--- src/rtl/core/assert_macros.svh ---
// assertion macros shared by the rtl files
// no dependencies; included by files that carry concurrent checks
`ifndef ASSERT_MACROS_SVH
`define ASSERT_MACROS_SVH

// same-cycle implication, checked outside reset
`define ASSERT_IMPLIES(label, clk, rst_n, ante, cons) \
	label: assert property (@(posedge clk) disable iff (!rst_n) (ante) |-> (cons)) \
		else $error("same-cycle implication violated");

// next-cycle implication, checked outside reset
`define ASSERT_NEXT(label, clk, rst_n, ante, cons) \
	label: assert property (@(posedge clk) disable iff (!rst_n) (ante) |=> (cons)) \
		else $error("next-cycle implication violated");

`endif

--- src/rtl/core/psrc_pkg.sv ---
// shared constants and types of the point slab region classifier
// no dependencies; used by the point interface and imported by all modules
package psrc_pkg;

	localparam int COORD_WIDTH_DEF = 24;
	localparam int COUNT_WIDTH_DEF = 20;
	localparam int MIN_COUNT_RESET = 20;

	localparam int APB_ADDR_W = 5;
	localparam int APB_DATA_W = 32;

	typedef enum logic [2:0] {
		REG_P1_X      = 3'd0,
		REG_P1_Y      = 3'd1,
		REG_P1_Z      = 3'd2,
		REG_P2_X      = 3'd3,
		REG_P2_Y      = 3'd4,
		REG_P2_Z      = 3'd5,
		REG_MIN_COUNT = 3'd6
	} reg_idx_t;

	typedef enum logic [1:0] {
		REGION_NONE    = 2'd0,
		REGION_FIRST   = 2'd1,
		REGION_SECOND  = 2'd2,
		REGION_BETWEEN = 2'd3
	} region_t;

	// sign of one plane value after the constant-term flip
	typedef struct packed {
		logic pos;
		logic neg;
	} side_t;

endpackage

--- src/rtl/core/psrc_regs.sv ---
// apb register file: segment ends and region count threshold
// depends on psrc_pkg
module psrc_regs #(
	parameter int COORD_WIDTH = psrc_pkg::COORD_WIDTH_DEF,
	parameter int COUNT_WIDTH = psrc_pkg::COUNT_WIDTH_DEF
) (
	input  logic                               clk,
	input  logic                               arst_n,
	input  logic                               psel,
	input  logic                               penable,
	input  logic                               pwrite,
	input  logic [psrc_pkg::APB_ADDR_W-1:0]    paddr,
	input  logic [psrc_pkg::APB_DATA_W-1:0]    pwdata,
	output logic [psrc_pkg::APB_DATA_W-1:0]    prdata,
	output logic                               pready,
	output logic signed [COORD_WIDTH-1:0]      p1 [3],
	output logic signed [COORD_WIDTH-1:0]      p2 [3],
	output logic [COUNT_WIDTH-1:0]             min_count
);
	import psrc_pkg::*;

	logic signed [COORD_WIDTH-1:0] p1_q [3];
	logic signed [COORD_WIDTH-1:0] p2_q [3];
	logic [COUNT_WIDTH-1:0]        min_count_q;
	logic                          wr_en;
	reg_idx_t                      idx;

	assign pready = 1'b1;
	assign wr_en  = psel && penable && pwrite;
	assign idx    = reg_idx_t'(paddr[4:2]);

	always_ff @(posedge clk or negedge arst_n) begin
		if (!arst_n) begin
			for (int i = 0; i < 3; i++) begin
				p1_q[i] <= '0;
				p2_q[i] <= '0;
			end
			min_count_q <= COUNT_WIDTH'(MIN_COUNT_RESET);
		end else if (wr_en) begin
			unique case (idx)
				REG_P1_X:      p1_q[0] <= pwdata[COORD_WIDTH-1:0];
				REG_P1_Y:      p1_q[1] <= pwdata[COORD_WIDTH-1:0];
				REG_P1_Z:      p1_q[2] <= pwdata[COORD_WIDTH-1:0];
				REG_P2_X:      p2_q[0] <= pwdata[COORD_WIDTH-1:0];
				REG_P2_Y:      p2_q[1] <= pwdata[COORD_WIDTH-1:0];
				REG_P2_Z:      p2_q[2] <= pwdata[COORD_WIDTH-1:0];
				REG_MIN_COUNT: min_count_q <= pwdata[COUNT_WIDTH-1:0];
				default: ;
			endcase
		end
	end

	// readback, zero-extended
	always_comb begin
		prdata = '0;
		unique case (idx)
			REG_P1_X:      prdata[COORD_WIDTH-1:0] = p1_q[0];
			REG_P1_Y:      prdata[COORD_WIDTH-1:0] = p1_q[1];
			REG_P1_Z:      prdata[COORD_WIDTH-1:0] = p1_q[2];
			REG_P2_X:      prdata[COORD_WIDTH-1:0] = p2_q[0];
			REG_P2_Y:      prdata[COORD_WIDTH-1:0] = p2_q[1];
			REG_P2_Z:      prdata[COORD_WIDTH-1:0] = p2_q[2];
			REG_MIN_COUNT: prdata[COUNT_WIDTH-1:0] = min_count_q;
			default:       prdata = '0;
		endcase
	end

	assign p1        = p1_q;
	assign p2        = p2_q;
	assign min_count = min_count_q;

endmodule

--- config.mk ---
export PLATFORM = sky130hd
export DESIGN_NAME = psrc_regs
export DESIGN_NICKNAME = d
export VERILOG_FILES = /design/src/rtl/core/assert_macros.svh /design/src/rtl/core/psrc_pkg.sv /design/src/rtl/core/psrc_regs.sv
export SDC_FILE = /design/constraint.sdc
export NUM_CORES = 1
export LEC_CHECK = 0
export ABC_AREA = 1
export BUFFER_PORTS_ARGS = -buffer_cell sky130_fd_sc_hd__buf_2
export CAP_MARGIN = 20
export CORE_AREA = 5 5 199 105
export DETAILED_ROUTE_END_ITERATION = 8
export DIE_AREA = 0 0 204 110
export GPL_TIMING_DRIVEN = 0
export PLACE_DENSITY = 0.7
export SYNTH_ARGS = -nofsm -noshare
export SYNTH_HDL_FRONTEND = slang
export SYNTH_SLANG_ARGS = --single-unit
--- constraint.sdc ---
create_clock -name clk -period 1.6 [get_ports clk]
set_clock_uncertainty 0.1 [all_clocks]
set_input_delay 0.32 -clock clk [delete_from_list [all_inputs] [get_ports clk]]
set_output_delay 0.32 -clock clk [all_outputs]
set_load 0.01 [all_outputs]
# == Word level (Yosys, flattened, before mapping) ==
# Cells that the tools add are included.
# op_classes
eq_ne,6
muxes,2
reduce_logical,10
# ops
operator,count
$pmux 20 s7,1
$pmux 4 s6,1
$reduce_and 2->1,7
$eq 3x3->1 const B,3
$eq 3x2->1 const B,2
$eq 3x1->1 const B,1
$logic_not 3->1,1
$logic_and 1x1->1,2
# totals
ff_bits,164
in_bits,42
output_inout_bits,197
wordCells,25

# == Depth between registers and ports, before layout ==
# logic_depth
word_depth,3
depth_mapped,9
ltp_nobuf,6

# == Worst setup path before layout ==
# OpenSTA, ideal clock, no wires.
# synth_path
path_type,in2out
startpoint,in paddr[3] in the netlist's numbering
endpoint,out prdata[19] in the netlist's numbering
t_arrival_ps,1149
t_required_ps,1180
slack_ps,31
path_stages,8
n_path_buf,3
path_cell_list,buf_6 -> nor2_8 -> buf_4 -> buf_4 -> nand3_1 -> nand2_1 -> nor2_1 -> nand2_1
# synth_between
elab_chain_len,2
word_cells_on_any_way,8
classes_between,eq/ne: 6; mux: 1; reduce/logical: 1
# synth_lines
element,line,source
from (decl),psrc_regs.sv:12,"input logic [psrc_pkg::APB_ADDR_W-1:0] paddr,"
$eq 3x3->1 (tied with other cells),psrc_regs.sv:56,unique case (idx)
$pmux 20 s7 (*),psrc_regs.sv:56,
to (decl),psrc_regs.sv:14,"output logic [psrc_pkg::APB_DATA_W-1:0] prdata,"
# Every way passes the cells marked *; elsewhere a longest branch is shown, timed or not.

# == Worst setup path in the final report ==
# layout_path
startpoint,reg min_count_q[2] (netlist: min_count[2])
endpoint,out prdata[2] in the netlist's numbering
# layout_between
elab_chain_len,1
# layout_lines
element,line,source
from (decl),psrc_regs.sv:24,logic [COUNT_WIDTH-1:0] min_count_q;
from (signal assigned),psrc_regs.sv:38,min_count_q <= COUNT_WIDTH'(MIN_COUNT_RESET);
from (signal assigned),psrc_regs.sv:47,REG_MIN_COUNT: min_count_q <= pwdata[COUNT_WIDTH-1:0];
$pmux 20 s7,psrc_regs.sv:56,
# No other way between the ends.

==> summary.json <==
{
  "grt_use_met3_pct": 12.6,
  "largest_area_contributor_in_the_netlist": "sky130_fd_sc_hd__dfrtp_1",
  "cts.root.buffer_cell": "sky130_fd_sc_hd__clkbuf_16",
  "ys_top_cells_by_area": "sky130_fd_sc_hd__dfrtp_1 49%, sky130_fd_sc_hd__nand2_1 17%, sky130_fd_sc_hd__o21ai_0 8.4%",
  "maximum_fanout_along_the_worst_path": 2,
  "cp_data_required_time_ns": 1.18,
  "pin_count_of_the_biggest_net_entering_global_routing": 96,
  "finalCriticalPeriod_ns": 1.82,
  "h-tree-depth": 4,
  "power_per_cell_area_mw_per_mm2": 1160,
  "whs_path_depth": 3,
  "io_pins": 239,
  "synthesis.yosys.warnings": 0,
  "synth-seq-area-share_pct": 49.1,
  "wirelength_um": 38300,
  "cts.reportedPaths.clkPinSlew_ns": 0.07,
  "critical_path.max_stage_delay_ns": 0.53,
  "synth.ff_latch_count": 164,
  "synth_top_area_share_pct": 48.5,
  "number_of_global_route_vias_before_repair": 8884,
  "die_h_um": 110,
  "cp.depth": 5,
  "yosys_most_used_dff": "sky130_fd_sc_hd__dfrtp_1",
  "report.power.total_mw": 13.7,
  "grt.met2_usage_pct": 46.1,
  "finalHoldViolations": 0,
  "core_mm2": 0.0190,
  "synth_async_sr_flop_share_pct": 100,
  "global_route_wire_length_before_repair_um": 55400,
  "yosysUniqueCellTypes": 24,
  "crit_path_start_kind": "flip-flop",
  "global_route.overflow_total": 0,
  "hpwl_after_detailed_placement_um": 25800,
  "initialDrtViolationCount": 1230,
  "maxCapViolations": 0,
  "fillCellCount": 1670,
  "cts_tree": "built",
  "most_used_layer_global_route": "met1",
  "layout-drive-gt1-share_pct": 32.3,
  "number_of_sinks_on_the_clock_net": 164,
  "syn_to_final_growth_pct": 41.3,
  "lkg_pwr_nw": 6.57,
  "min_period_over_period_pct": 114,
  "run_status": "complete, but fails checks",
  "fmax_mhz": 549,
  "failing_checks": "negative setup slack",
  "ant_nets": 0,
  "synth_area_per_cell_um2": 7.74,
  "max_slew_margin_pct": 45.2,
  "clock_tree.buffer_depth": 2,
  "critPathCaptureType": "primary output",
  "fin_hold_ws_ns": 0.0410,
  "setup_violations": 35,
  "post-synth-top-count-cell": "sky130_fd_sc_hd__nand2_1",
  "vias": 9660,
  "cell_chain_of_the_critical_path": "nand4_1 > nand2_1 > nor2_1 > nand2_1 > buf_2",
  "critPathMostFrequentCell": "sky130_fd_sc_hd__nand2_1",
  "drt_first_pass_iters": 6,
  "io_buffers": 216,
  "antenna-diode-count": 0,
  "start_util_pct": 44.1,
  "crit_family": "flip-flops",
  "timing.critical_path.buf_inv": 1,
  "grt_util_all_layers_pct": 33.2,
  "worst_r2r_path_depth": 4,
  "cell_count_after_synthesis": 1080,
  "criticalPathCategory": "flip-flop to primary output",
  "antenna_violations_before_repair": 0,
  "design.final.nets": 1466,
  "max_transition_viols_final": 0,
  "tritoncts_buffer_count": 17,
  "wirelength_per_cell_um": 22.5,
  "gpl.final_weighted_congestion": 0.927,
  "vdd.ir_drop.worst_mv": 0.842,
  "vias_per_cell": 5.67,
  "worst_ep_arrival_time_ns": 1.40,
  "final.setup.worst_slack_ns": -0.220,
  "yosys-top-cells-count": "372 x sky130_fd_sc_hd__nand2_1, 162 x sky130_fd_sc_hd__dfrtp_1, 140 x sky130_fd_sc_hd__o21ai_0, 90 x sky130_fd_sc_hd__nand4_1, 73 x sky130_fd_sc_hd__nor2_1",
  "rsz0062_at_grt": "true",
  "die_width_um": 204,
  "route.detailed.drc": 0,
  "clkLatencyLatePin_ns": 0.43,
  "worstHoldPathType": "primary input to flip-flop",
  "syn_area_mm2": 0.00836,
  "timing_worst_slew_pin_value_ns": 0.822,
  "cell_with_the_biggest_individual_delay_on_the_critical_path": "sky130_fd_sc_hd__dfstp_2",
  "row_count": 36,
  "fp.dieArea_mm2": 0.0224,
  "post_synth_edffs": 0,
  "groute.layer.met1.usage_pct": 48.8
}
-- sequential cells by signal, summed over array words and instances, names as in the netlist --
signal and count:
min_count 20, p1 72, p2 72
-- final cells by class --
cell class	count	area, um^2	share of cell area, %
clock inverters	13	126	1.07
multi-input cells	773	3590	30.4
plain buffers	95	850	7.19
clock buffers	19	433	3.66
well taps	266	333	2.82
inverters	55	229	1.94
flip-flops and latches	164	4110	34.8
repair buffers	318	2140	18.2
-- final timing paths --
kind                                                from                       end  slack [ns]
worst min-delay path                           pwdata[4]  min_count[4]$_DFFE_PN1P_        0.04
worst max register to register        p2[13]$_DFFE_PN0P_        p2[13]$_DFFE_PN0P_        0.57
min in group asynchronous                         arst_n        p1[26]$_DFFE_PN0P_        0.33
worst max-delay path            min_count[2]$_DFFE_PN1P_                 prdata[2]       -0.22
max in group asynchronous                         arst_n        p2[37]$_DFFE_PN0P_        0.18
worst min register to register        p1[21]$_DFFE_PN0P_        p1[21]$_DFFE_PN0P_        0.41
-- power breakdown --
group	switching (mW)	internal, mW	leakage, nW
combinational	2.38	1.79	4.18
clock	1.88	2.17	0.273
sequential	0.572	4.92	2.12
-- worst reg2reg max path: cells and delay by family (launching register included) --
kind | cells | cell delay (ns)
AO/OA/AOI/OAI | 1 | 0.08
flip-flops | 1 | 0.40
AND/OR/NAND/NOR | 1 | 0.08
buffers and inverters | 2 | 0.26
-- kinds of logic after synthesis --
family | after synthesis | synth area share, %
simple gates | 599 | 31.6
buf+inv | 150 | 9.15
compound gates | 165 | 10.1
other cells | 2 | 0.0899
flops | 164 | 49.1
-- layout by cell type (no fill, tap or decap), drive strengths merged --
cell and instances:
a21oi 1, buf 374, bufinv 1, clkbuf 57, clkinv 8, clkinvlp 1, conb 9, dfrtp 162
dfstp 2, dlygate4sd3 1, inv 58, nand2 376, nand3 54, nand4 90, nor2 79, o21ai 164
-- metal layers --
layer,part of all wire [%],up-vias
met4,2.2,0
met2,41,750
met5,0,-
met3,15,71
met1,42,4610
li1,-,4229
-- stage by stage --
stage	util [%]	instances	area (um^2)	TNS, ns	setup WS, ns
final	62.3	1703	11800	-3.97	-0.220
after global routing	62.3	1703	11800	-5.46	-0.314
after CTS	60.5	1681	11500	-3.64	-0.208
after detailed placement	51.9	1570	9840	-22.55	-0.514
after global placement	51.7	1569	9800	-422.18	-2.49
after floorplan	-	1087	8380	0	0.0306
-- what timing repair did --
action | CTS | global route
hold buffers | 1 | 0
setup endpoints to repair | 24 | 26
pin swaps | 58 | 40
buffers inserted | 71 | 20
resized for setup | 108 | 45
gates cloned | 7 | 3
hold endpoints to repair | 69 | 0
No activity file was read; power rests on OpenSTA's default activity.
